`config.mk`:
```
export PLATFORM = sky130hd
export DESIGN_NAME = channel_priority_arbiter_unit
export DESIGN_NICKNAME = d
export VERILOG_FILES = /design/src/rtl/cpa_pkg.sv /design/src/rtl/channel_priority_arbiter_unit.sv
export SDC_FILE = /design/constraint.sdc
export NUM_CORES = 1
export LEC_CHECK = 0
export BUFFER_PORTS_ARGS = -buffer_cell sky130_fd_sc_hd__clkbuf_2
export CORE_MARGIN = 2
export CORE_UTILIZATION = 58
export CTS_BUF_LIST = sky130_fd_sc_hd__clkbuf_2 sky130_fd_sc_hd__clkbuf_4 sky130_fd_sc_hd__clkbuf_8
export CTS_CLUSTER_SIZE = 10
export DETAILED_ROUTE_END_ITERATION = 10
export PLACE_DENSITY = 0.95
export SETUP_SLACK_MARGIN = 0.15
export SKIP_CTS_REPAIR_TIMING = 1
export SKIP_LAST_GASP = 1
export SYNTH_ARGS = -nofsm -noshare
export SYNTH_HDL_FRONTEND = slang
export SYNTH_SLANG_ARGS = --single-unit
```
`constraint.sdc`:
```
create_clock -name clk_i -period 5.2 [get_ports clk_i]
set_input_delay 0.52 -clock clk_i [delete_from_list [all_inputs] [get_ports clk_i]]
set_output_delay 0.52 -clock clk_i [all_outputs]
set_load 0.01 [all_outputs]
```
`src/rtl/cpa_pkg.sv`:
```
// shared constants, types and helpers for the channel priority arbiter
`timescale 1ns / 1ps

package cpa_pkg;

  // user population and the slots that can take part
  localparam int NumUsers    = 8;
  localparam int SlotLimit   = 8;
  localparam int ActiveSlots = (NumUsers < SlotLimit) ? NumUsers : SlotLimit;

  // field widths
  localparam int UserW  = 3;
  localparam int RankW  = 2;
  localparam int MaskW  = 8;
  localparam int PrioW  = 16;
  localparam int DataW  = 32;
  localparam int AddrW  = 3;
  localparam int TDataW = 8;

  // input kinds
  localparam logic KindRequest = 1'b0;
  localparam logic KindDone    = 1'b1;

  // register index, taken from paddr bit 2
  localparam logic RegEnable = 1'b0;
  localparam logic RegPrio   = 1'b1;

  // priority codes
  localparam logic [RankW-1:0] PrioHigh  = 2'd2;
  localparam logic [RankW-1:0] PrioAlias = 2'd3;

  typedef enum logic [2:0] {
    StIdle   = 3'b001,
    StScan   = 3'b010,
    StFinish = 3'b100
  } state_e;

  // priority rank of one user, code three counts as high
  function automatic logic [RankW-1:0] rank_of(input logic [PrioW-1:0] codes,
                                               input logic [UserW-1:0] user);
    logic [RankW-1:0] code;
    code = codes[{user, 1'b0} +: RankW];
    return (code == PrioAlias) ? PrioHigh : code;
  endfunction

endpackage

```
`src/rtl/channel_priority_arbiter_unit.sv`:
```
// channel priority arbiter: request/done stream in, grant status stream out
`timescale 1ns / 1ps

// Arbitrates one shared channel among the registered users. Each input transfer is a
// request (tuser 0, user index in tdata[2:0]) or a job-done report (tuser 1). Every input
// transfer yields exactly one output transfer carrying grant_valid, the current holder and
// the busy flag. When the channel is idle and users wait, a sequencer walks the user slots
// one per cycle through a single rank comparator, keeping the highest priority waiter
// (lowest index on ties) and passing over the user that just finished unless it waits
// alone. An item that can grant goes through accept, one scan step per slot, then commit;
// an ignored request, or a request while the channel is busy, goes from accept straight to
// commit without a scan. The input side is ready only in the idle state; the
// output register lets the next item be accepted while a result waits, and the commit
// cycle holds while that register is still full. Registers: enable mask at byte address 0,
// priority codes (two bits per user) at byte address 4; write only while the block is idle.
module channel_priority_arbiter_unit
  import cpa_pkg::*;
(
  input  logic              clk_i,
  input  logic              rst_ni,
  // request / done stream
  input  logic              s_axis_tvalid,
  output logic              s_axis_tready,
  input  logic [TDataW-1:0] s_axis_tdata,   // [2:0] user_index, [7:3] zero
  input  logic              s_axis_tuser,   // [0] kind
  // grant status stream
  output logic              m_axis_tvalid,
  input  logic              m_axis_tready,
  output logic [TDataW-1:0] m_axis_tdata,   // [0] grant_valid, [3:1] grant_user,
                                            // [4] busy_res, [7:5] zero
  // configuration port
  input  logic              psel,
  input  logic              penable,
  input  logic              pwrite,
  input  logic [AddrW-1:0]  paddr,
  input  logic [DataW-1:0]  pwdata,
  output logic [DataW-1:0]  prdata,
  output logic              pready
);

  // configuration registers
  logic [MaskW-1:0] enable_q, enable_d;
  logic [PrioW-1:0] prio_q, prio_d;

  // arbiter state
  logic [MaskW-1:0] waiting_q, waiting_d;
  logic             busy_q, busy_d;
  logic [UserW-1:0] holder_q, holder_d;

  // sequencer and scan accumulators
  state_e           state_q, state_d;
  logic [UserW-1:0] idx_q, idx_d;
  logic [1:0]       cnt_q, cnt_d;       // live waiters, saturates at two
  logic [UserW-1:0] first_q, first_d;   // lowest live waiter
  logic             found_q, found_d;
  logic [UserW-1:0] best_q, best_d;
  logic [RankW-1:0] best_rank_q, best_rank_d;
  logic             skip_v_q, skip_v_d;
  logic [UserW-1:0] skip_q, skip_d;

  // output register
  logic              out_valid_q, out_valid_d;
  logic [TDataW-1:0] out_data_q, out_data_d;

  logic             cfg_write;
  logic             in_xfer;
  logic             out_free;
  logic [UserW-1:0] in_user;
  logic             req_ok;
  logic             live;
  logic [RankW-1:0] cur_rank;
  logic [UserW-1:0] pick;
  logic             grant;
  logic             busy_new;
  logic [UserW-1:0] holder_new;

  assign pready    = 1'b1;
  assign cfg_write = psel && penable && pwrite;
  assign prdata    = (paddr[2] == RegPrio) ? DataW'(prio_q) : DataW'(enable_q);

  assign s_axis_tready = (state_q == StIdle);
  assign in_xfer       = s_axis_tvalid && s_axis_tready;
  assign in_user       = s_axis_tdata[UserW-1:0];
  assign out_free      = !out_valid_q || m_axis_tready;

  assign m_axis_tvalid = out_valid_q;
  assign m_axis_tdata  = out_data_q;

  // registered requester with a slot of its own
  assign req_ok = (s_axis_tuser == KindRequest) && (32'(in_user) < ActiveSlots)
                  && enable_q[in_user];

  // the shared comparator looks at one slot per cycle
  assign live     = waiting_q[idx_q] && enable_q[idx_q];
  assign cur_rank = rank_of(prio_q, idx_q);

  // a lone waiter wins even if it was skipped
  assign pick       = (cnt_q == 2'd1) ? first_q : best_q;
  assign grant      = (cnt_q != 2'd0);
  assign busy_new   = grant ? 1'b1 : busy_q;
  assign holder_new = grant ? pick : holder_q;

  always_comb begin
    enable_d    = enable_q;
    prio_d      = prio_q;
    waiting_d   = waiting_q;
    busy_d      = busy_q;
    holder_d    = holder_q;
    state_d     = state_q;
    idx_d       = idx_q;
    cnt_d       = cnt_q;
    first_d     = first_q;
    found_d     = found_q;
    best_d      = best_q;
    best_rank_d = best_rank_q;
    skip_v_d    = skip_v_q;
    skip_d      = skip_q;
    out_valid_d = out_valid_q;
    out_data_d  = out_data_q;

    if (cfg_write) begin
      case (paddr[2])
        RegEnable: enable_d = pwdata[MaskW-1:0];
        RegPrio:   prio_d   = pwdata[PrioW-1:0];
        default:   enable_d = enable_q;
      endcase
    end

    if (out_valid_q && m_axis_tready) begin
      out_valid_d = 1'b0;
    end

    case (state_q)
      StIdle: begin
        if (in_xfer) begin
          idx_d    = '0;
          cnt_d    = 2'd0;
          found_d  = 1'b0;
          skip_v_d = 1'b0;
          skip_d   = holder_q;
          if (s_axis_tuser == KindDone) begin
            // release the channel and pass over the one that just finished
            busy_d   = 1'b0;
            skip_v_d = busy_q;
            state_d  = StScan;
          end else if (req_ok) begin
            waiting_d[in_user] = 1'b1;
            state_d = busy_q ? StFinish : StScan;
          end else begin
            state_d = StFinish;
          end
        end
      end
      StScan: begin
        if (live) begin
          if (cnt_q == 2'd0) begin
            first_d = idx_q;
          end
          if (cnt_q != 2'd2) begin
            cnt_d = cnt_q + 2'd1;
          end
          if (!(skip_v_q && (idx_q == skip_q))) begin
            if (!found_q || (cur_rank > best_rank_q)) begin
              best_d      = idx_q;
              best_rank_d = cur_rank;
              found_d     = 1'b1;
            end
          end
        end
        if (idx_q == UserW'(ActiveSlots - 1)) begin
          state_d = StFinish;
        end else begin
          idx_d = idx_q + UserW'(1);
        end
      end
      StFinish: begin
        // commit only once the result has somewhere to go
        if (out_free) begin
          if (grant) begin
            waiting_d[pick] = 1'b0;
          end
          busy_d      = busy_new;
          holder_d    = holder_new;
          out_valid_d = 1'b1;
          out_data_d  = {3'b000, busy_new, busy_new ? holder_new : UserW'(0), grant};
          state_d     = StIdle;
        end
      end
      default: begin
        state_d = StIdle;
      end
    endcase
  end

  // control state
  always_ff @(posedge clk_i or negedge rst_ni) begin
    if (!rst_ni) begin
      enable_q    <= '0;
      prio_q      <= '0;
      waiting_q   <= '0;
      busy_q      <= 1'b0;
      holder_q    <= '0;
      state_q     <= StIdle;
      idx_q       <= '0;
      cnt_q       <= 2'd0;
      found_q     <= 1'b0;
      skip_v_q    <= 1'b0;
      out_valid_q <= 1'b0;
    end else begin
      enable_q    <= enable_d;
      prio_q      <= prio_d;
      waiting_q   <= waiting_d;
      busy_q      <= busy_d;
      holder_q    <= holder_d;
      state_q     <= state_d;
      idx_q       <= idx_d;
      cnt_q       <= cnt_d;
      found_q     <= found_d;
      skip_v_q    <= skip_v_d;
      out_valid_q <= out_valid_d;
    end
  end

  // scan payload, no reset needed
  always_ff @(posedge clk_i) begin
    first_q     <= first_d;
    best_q      <= best_d;
    best_rank_q <= best_rank_d;
    skip_q      <= skip_d;
    out_data_q  <= out_data_d;
  end

`ifndef NO_ASSERTIONS
  // two or more live waiters always leave a candidate after the skip
  a_candidate_found: assert property (@(posedge clk_i) disable iff (!rst_ni)
    (state_q == StFinish && cnt_q == 2'd2) |-> found_q)
    else $error("several waiters but no candidate picked");

  // a committed grant leaves the channel held by the picked user
  a_grant_holds: assert property (@(posedge clk_i) disable iff (!rst_ni)
    (state_q == StFinish && out_free && grant) |=> (busy_q && holder_q == $past(pick)))
    else $error("grant did not take the channel");

  // the new holder no longer waits
  a_holder_cleared: assert property (@(posedge clk_i) disable iff (!rst_ni)
    $rose(busy_q) |-> !waiting_q[holder_q])
    else $error("holder still flagged as waiting");
`endif

endmodule

```
==> impl_metrics.env, run 1 <==
export IMPL_status="completed"
export IMPL_antenna_diode_count=0
export IMPL_grt_max_degree=48
export IMPL_final_hold_viol_count=0
export IMPL_finish_net_count=389
export IMPL_total_placed_instance_area_mm2=0.003520
export IMPL_place_detailed_hpwl_um=4878
export IMPL_p_leak_nw=1.635
export IMPL_switching_share_of_total_power_pct=31.27
export IMPL_rows=27
export IMPL_wire_length_of_the_first_global_routing_pass_um=11200
export IMPL_postSynthRegisterBits=63
export IMPL_average_size_of_a_mapped_cell_um2=11.76
export IMPL_grt_pass1_vias=2331
export IMPL_htreeDepth=3
export IMPL_timing_critical_path_fanout_max=11
export IMPL_worst_pin_slew_ns=0.8577
export IMPL_die_boundary_height_um=79.63
export IMPL_vias_per_cell=5.689
export IMPL_inserted_clock_buffers=9
export IMPL_path_clk_slew_ns=0.07
export IMPL_final_setup_skew_ns=0.01205
export IMPL_netSwitchingPower_uw=478.5
export IMPL_sequential_share_of_the_synthesized_area_pct=49.98
export IMPL_overall_die_width_um=79.63
export IMPL_power_ir_vdd_worst_v=0.0002358
export IMPL_vias=2321
export IMPL_start_util_pct=60.24
export IMPL_synth_top_area_cell="sky130_fd_sc_hd__dfrtp_1"
export IMPL_final_std_cell_area_no_fill_mm2=0.003714
export IMPL_ratio_of_cells_with_drive_above_1_in_the_final_layout_pct=34.23
export IMPL_worstHoldPathType="in2async"
export IMPL_setup_ws_ns=2.310
export IMPL_placement_io_buffers=50
export IMPL_place_gp_congestion=0.8872
export IMPL_maxCapViolCount=0
export IMPL_die_area_mm2=0.006340
export IMPL_fmaxAchievable_mhz=346.0
export IMPL_worst_path_largest_cell_delay_ns=0.69
export IMPL_relative_contribution_of_combinational_cells_to_total_power_pct=25.8
export IMPL_maxSlewHeadroom_pct=42.65
export IMPL_preCtsSetupSlack_ns=2.278
export IMPL_setup_tns_final_ns=0
export IMPL_clk_latency_ns=0.35
export IMPL_pwr_share_clk_pct=27.5
export IMPL_fin_hold_ws_ns=0.2718
export IMPL_post_route_min_period_ns=2.890
export IMPL_drtIter0Drc=196
export IMPL_drcViolationCount=0
export IMPL_fin_util_pct=67.44
export IMPL_power_density_mw_per_mm2=412.1
export IMPL_worst_endpoint_arrival_ns=2.93
export IMPL_timing_max_transition_violations_final=0
export IMPL_wirelength_um=6648
export IMPL_deepest_clock_path_buffer_count=2
export IMPL_fin_total_pwr_mw=1.530
export IMPL_critPathMostFrequentCell="sky130_fd_sc_hd__nand2_1"
export IMPL_power_share_sequential_pct=46.7
export IMPL_placeableCoreArea_mm2=0.005507
export IMPL_wl_per_cell_um=16.29
export IMPL_cts_tree="yes"
export IMPL_num_io_pins=94
export IMPL_cts_root_cell="sky130_fd_sc_hd__clkbuf_8"
export IMPL_synth_top_area_share_pct=34.70
export IMPL_dr_pass1_iters=5
export IMPL_commonest_non_fill_non_tap_cell_in_the_layout="sky130_fd_sc_hd__clkbuf_2"
export IMPL_critical_path_startpoint_type="register"
export IMPL_cell_types_occupying_the_most_area_after_synthesis="sky130_fd_sc_hd__dfrtp_1 35%, sky130_fd_sc_hd__edfxtp_1 14%, sky130_fd_sc_hd__mux2_2 12%, sky130_fd_sc_hd__mux4_2 4.8%, sky130_fd_sc_hd__buf_4 4.5%"
export IMPL_drt_antenna_violating_nets=0
export IMPL_netlist_instances=282
export IMPL_final_cell_mix="50 x sky130_fd_sc_hd__clkbuf_2, 46 x sky130_fd_sc_hd__dfrtp_1, 36 x sky130_fd_sc_hd__mux2_2, 21 x sky130_fd_sc_hd__nand2_1, 20 x sky130_fd_sc_hd__conb_1"
export IMPL_grt_ovfl_total=0
export IMPL_worstSetupPathType="reg2reg"
export IMPL_ys_warnings_count=0
export IMPL_grt_setup_unrepaired="false"
export IMPL_numPlacedInstances=392
export IMPL_synthDistinctLibCells=44
export IMPL_setup_viol=0
export IMPL_p_int_mw=1.052
export IMPL_clkSinkCount=63
export IMPL_critPathCaptureType="register"
export IMPL_timing_critical_path_cells="mux4_2 -> mux2_2 -> or2_1 -> ha_1 -> nand2_1 -> o21ai_0 -> nand2_1 -> and3_1"
export IMPL_grt_total_usage_pct=23.58
export IMPL_synth_area_mm2=0.003317
export IMPL_required_ns=5.24
export IMPL_area_growth_synth_to_final_pct=11.96
export IMPL_crit_slowest_cell="sky130_fd_sc_hd__dfrtp_1"
export IMPL_grt_antenna_before_repair=0
export IMPL_instances_no_fill=408
export IMPL_fin_crit_sh_pct=55.58
path summary, 6_finish.rpt:
path | endpoint | startpoint | cells after the start | slack, ns
min | enable_q[6] | rst_ni | 2 | 0.27
min reg2reg | skip_v_q | skip_v_q | 2 | 0.48
max in group asynchronous | holder_q[0] | rst_ni | 2 | 4.52
min in group clk_i | prio_q[13] | pwdata[13] | 2 | 0.40
max | best_rank_q[1] | idx_q[0] | 8 | 2.31
max reg2reg | best_rank_q[1] | idx_q[0] | 8 | 2.31
sequential cells by signal, summed over array words and instances, names as in the netlist:
signal and cells:
first_q 3, cnt_q 2, enable_q 8, busy_q 1, best_q 3, state_q 3, waiting_q 8, holder_q 3
found_q 1, skip_q 3, best_rank_q 2, m_axis_tdata 5, m_axis_tvalid 1, idx_q 3, skip_v_q 1, prio_q 16
metal layers:
layer | global-route usage [%] | share of wire [%] | vias up
met5 | 0 | 0 | -
met4 | 9.138 | 2.5 | 0
li1 | - | - | 1074
met2 | 37.90 | 48 | 120
met1 | 30.21 | 41 | 1110
met3 | 6.900 | 8.5 | 17
cell usage after synthesis:
| cell type | count |
|---|---|
| sky130_fd_sc_hd__and3_1 | 1 |
| sky130_fd_sc_hd__edfxtp_1 | 16 |
| sky130_fd_sc_hd__o31ai_1 | 4 |
| sky130_fd_sc_hd__o21a_1 | 1 |
| sky130_fd_sc_hd__a221o_1 | 1 |
| sky130_fd_sc_hd__nand3_1 | 7 |
| sky130_fd_sc_hd__nand2_1 | 21 |
| sky130_fd_sc_hd__nand2b_1 | 7 |
| sky130_fd_sc_hd__mux2_2 | 36 |
| sky130_fd_sc_hd__o2bb2ai_1 | 1 |
| sky130_fd_sc_hd__dfrtp_1 | 46 |
| sky130_fd_sc_hd__o21ai_0 | 16 |
| sky130_fd_sc_hd__or2_1 | 1 |
| sky130_fd_sc_hd__nor2_1 | 12 |
| sky130_fd_sc_hd__mux4_2 | 7 |
| sky130_fd_sc_hd__a32oi_1 | 1 |
| sky130_fd_sc_hd__nor3_1 | 3 |
| sky130_fd_sc_hd__nand4_1 | 3 |
| sky130_fd_sc_hd__ha_1 | 7 |
| sky130_fd_sc_hd__buf_4 | 20 |
| sky130_fd_sc_hd__a22o_1 | 3 |
| sky130_fd_sc_hd__and2_1 | 8 |
| sky130_fd_sc_hd__dfstp_2 | 1 |
| sky130_fd_sc_hd__nor3_4 | 1 |
| sky130_fd_sc_hd__conb_1 | 2 |
| sky130_fd_sc_hd__or3b_1 | 1 |
| sky130_fd_sc_hd__nor2b_1 | 3 |
| sky130_fd_sc_hd__xnor2_1 | 3 |
| sky130_fd_sc_hd__o22ai_1 | 2 |
| sky130_fd_sc_hd__o31ai_2 | 1 |
| sky130_fd_sc_hd__o21bai_2 | 1 |
| sky130_fd_sc_hd__nor3b_1 | 3 |
| sky130_fd_sc_hd__buf_6 | 2 |
| sky130_fd_sc_hd__a31oi_1 | 1 |
| sky130_fd_sc_hd__nand4b_1 | 1 |
| sky130_fd_sc_hd__mux2i_1 | 4 |
| sky130_fd_sc_hd__nand3b_1 | 4 |
| sky130_fd_sc_hd__inv_1 | 7 |
| sky130_fd_sc_hd__clkbuf_1 | 4 |
| sky130_fd_sc_hd__or2_2 | 3 |
| sky130_fd_sc_hd__a21o_2 | 1 |
| sky130_fd_sc_hd__o21ai_1 | 5 |
| sky130_fd_sc_hd__a21oi_1 | 5 |
| sky130_fd_sc_hd__buf_2 | 5 |
cell families after synthesis:
group	count (synthesis)	synth area share (%)
and+or+nand+nor	79	12.75
DFF	63	49.98
muxes	47	18.18
AOI/OAI and AO/OA	43	8.224
buffers and inverters	38	7.205
adders and majority gates	7	2.640
xor gates and xnor gates	3	0.7923
other	2	0.2264
worst max-delay path: cells and delay by family, from the launching register on:
family	cells	cell delay (ns)
multiplexers	2	0.88
AND/OR/NAND/NOR	4	0.65
AO/OA/AOI/OAI	1	0.07
flip-flops	1	0.69
adder cells (fa/ha/maj)	1	0.27
power groups by stage:
| stage | Sequential, mW | Clock [mW] | Combinational (mW) |
|---|---|---|---|
| 6_report | 0.715 | 0.421 | 0.394 |
| 5_1_grt | 0.731 | 0.453 | 0.439 |
| 4_1_cts | 0.714 | 0.427 | 0.396 |
| 3_5_place_dp | 0.722 | 0 | 0.392 |
| 3_3_place_gp | 0.712 | 0 | 0.373 |
| 2_1_floorplan | 0.680 | 0 | 0.315 |
area by class of cell:
type | count | area [µm²]
clock inverters | 5 | 48.80
fillers | 420 | 1793
multi-input cells | 199 | 1488
flip-flops and latches | 63 | 1658
clock buffers | 11 | 145.1
inverters | 7 | 26.28
well taps | 72 | 90.09
repair buffers | 51 | 257.7
No activity file was read; power rests on OpenSTA's default activity.
==> inputs of run 2 (changes only) <==
Settings changed: CORE_UTILIZATION 58 to 49, PLACE_DENSITY 0.95 to 0.86.
Clock period 5.2 ns to 2.55 ns, I/O delays scaled along.
==> impl_metrics.env, run 2 (synthesis results as in run 1) <==
export IMPL_post_route_min_period_ns=2.379
export IMPL_num_io_pins=94
export IMPL_vias_per_cell=5.600
export IMPL_clk_latency_ns=0.34
export IMPL_worstHoldPathType="in2reg"
export IMPL_start_util_pct=51.36
export IMPL_power_ir_vdd_worst_v=0.0006756
export IMPL_maxSlewHeadroom_pct=37.49
export IMPL_place_gp_congestion=0.8396
export IMPL_path_clk_slew_ns=0.07
export IMPL_critPathCaptureType="register"
export IMPL_grt_ovfl_total=0
export IMPL_rows=29
export IMPL_fin_crit_sh_pct=93.30
export IMPL_sequential_cell_area_mm2=0.001659
export IMPL_total_placed_instance_area_mm2=0.003557
export IMPL_final_std_cell_area_no_fill_mm2=0.003782
export IMPL_timing_max_transition_violations_final=0
export IMPL_fmaxAchievable_mhz=420.3
export IMPL_power_density_mw_per_mm2=832.1
export IMPL_fin_hold_ws_ns=0.1424
export IMPL_setup_viol=0
export IMPL_wire_length_of_the_first_global_routing_pass_um=11520
export IMPL_ratio_of_cells_with_drive_above_1_in_the_final_layout_pct=37.54
export IMPL_grt_pass1_vias=2326
export IMPL_final_cell_mix="50 x sky130_fd_sc_hd__clkbuf_2, 45 x sky130_fd_sc_hd__dfrtp_1, 35 x sky130_fd_sc_hd__mux2_2, 20 x sky130_fd_sc_hd__nand2_1, 20 x sky130_fd_sc_hd__conb_1"
export IMPL_area_growth_synth_to_final_pct=14.03
export IMPL_drt_antenna_violating_nets=0
export IMPL_worst_pin_slew_ns=0.9349
export IMPL_antenna_diode_count=0
export IMPL_clkSinkCount=63
export IMPL_status="completed"
export IMPL_htreeDepth=3
export IMPL_worstSetupPathType="reg2reg"
export IMPL_drtIter0Drc=143
export IMPL_wl_per_cell_um=16.81
export IMPL_critical_path_startpoint_type="register"
export IMPL_largest_register_ff_count=16
export IMPL_grt_antenna_before_repair=0
export IMPL_place_detailed_hpwl_um=5287
export IMPL_inserted_clock_buffers=9
export IMPL_largest_register="prio_q"
export IMPL_overall_die_width_um=86.28
export IMPL_drcViolationCount=0
export IMPL_commonest_non_fill_non_tap_cell_in_the_layout="sky130_fd_sc_hd__clkbuf_2"
export IMPL_layout_filler_cells=523
export IMPL_maxCapViolCount=0
export IMPL_grt_setup_unrepaired="true"
export IMPL_grt_total_usage_pct=20.22
export IMPL_deepest_clock_path_buffer_count=2
export IMPL_grt_max_degree=31
export IMPL_placeableCoreArea_mm2=0.006459
export IMPL_cts_tree="yes"
export IMPL_dr_pass1_iters=4
export IMPL_fin_total_pwr_mw=3.147
export IMPL_cts_root_cell="sky130_fd_sc_hd__clkbuf_8"
export IMPL_timing_critical_path_fanout_max=5
export IMPL_vias=2341
export IMPL_final_setup_skew_ns=0.007815
export IMPL_die_boundary_height_um=86.28
export IMPL_final_hold_viol_count=0
export IMPL_hold_path_cell_count=2
export IMPL_placement_io_buffers=50
export IMPL_worst_endpoint_arrival_ns=2.42
export IMPL_p_leak_nw=1.668
export IMPL_die_area_mm2=0.007443
export IMPL_rr_worst_depth=8
export IMPL_wirelength_um=7025
export IMPL_finish_net_count=394
export IMPL_area_used_by_multi_input_combinational_logic_mm2=0.001516
export IMPL_required_ns=2.60
export IMPL_reg_top3="prio_q (16), enable_q (8), waiting_q (8)"
export IMPL_setup_tns_final_ns=0
run 2: cell count changes in the layout (fill, tap and decap cells not counted), sizes merged:
cell / before / now
clkinv: 3 / 1
clkbuf: 61 / 65
dlygate4sd3: 0 / 1
clkinvlp: 1 / 0
buf: 1 / 5
bufinv: 1 / 0
run 2: final timing paths:
path	startpoint	end	slack, ns
min in group asynchronous	rst_ni	enable_q[5]	0.40
min reg2reg	holder_q[1]	skip_q[1]	0.49
max reg2reg	idx_q[0]	best_q[1]	0.17
max in group asynchronous	rst_ni	idx_q[0]	1.35
max	idx_q[0]	best_q[1]	0.17
min	pwdata[13]	prio_q[13]	0.14
run 2: through the flow:
step,setup WS [ns],util [%],instances
after detailed placement,0.04336,55.08,400
after global placement,0.1288,55.08,400
after global routing,0.09265,58.56,418
after CTS,0.03684,57.96,416
after floorplan,0.1158,-,300
final,0.1709,58.56,418
run 2: final cells by class:
class / instances / share of cell area, %
repair buffers: 56 / 7.873
clock buffers: 15 / 4.797
well taps: 77 / 2.547
flip-flops and latches: 63 / 43.86
multi-input cells: 199 / 40.09
clock inverters: 1 / 0.1323
inverters: 7 / 0.6947
run 2: worst max-delay path, cell delays in order, from the launching register on:
cell and delay (ns):
sky130_fd_sc_hd__dfrtp_2 0.41, sky130_fd_sc_hd__mux4_2 0.50, sky130_fd_sc_hd__mux2_4 0.29, sky130_fd_sc_hd__or2_4 0.25
sky130_fd_sc_hd__ha_4 0.24, sky130_fd_sc_hd__nand2_2 0.04, sky130_fd_sc_hd__o21ai_1 0.05, sky130_fd_sc_hd__nand2_1 0.07
sky130_fd_sc_hd__and3_4 0.23
run 2: where the power goes:
part | switching, mW | internal [mW] | leakage, nW
clock | 0.360 | 0.449 | 0.101
combinational | 0.449 | 0.451 | 0.832
sequential | 0.172 | 1.27 | 0.735
run 2: routing by layer:
| layer | vias to the layer above | global-route usage [%] | wire length, µm |
|---|---|---|---|
| met4 | 0 | 6.534 | 118 |
| li1 | 1080 | - | - |
| met3 | 16 | 5.810 | 360 |
| met1 | 1164 | 26.37 | 2997 |
| met2 | 81 | 32.84 | 3549 |
| met5 | - | 0 | 0 |
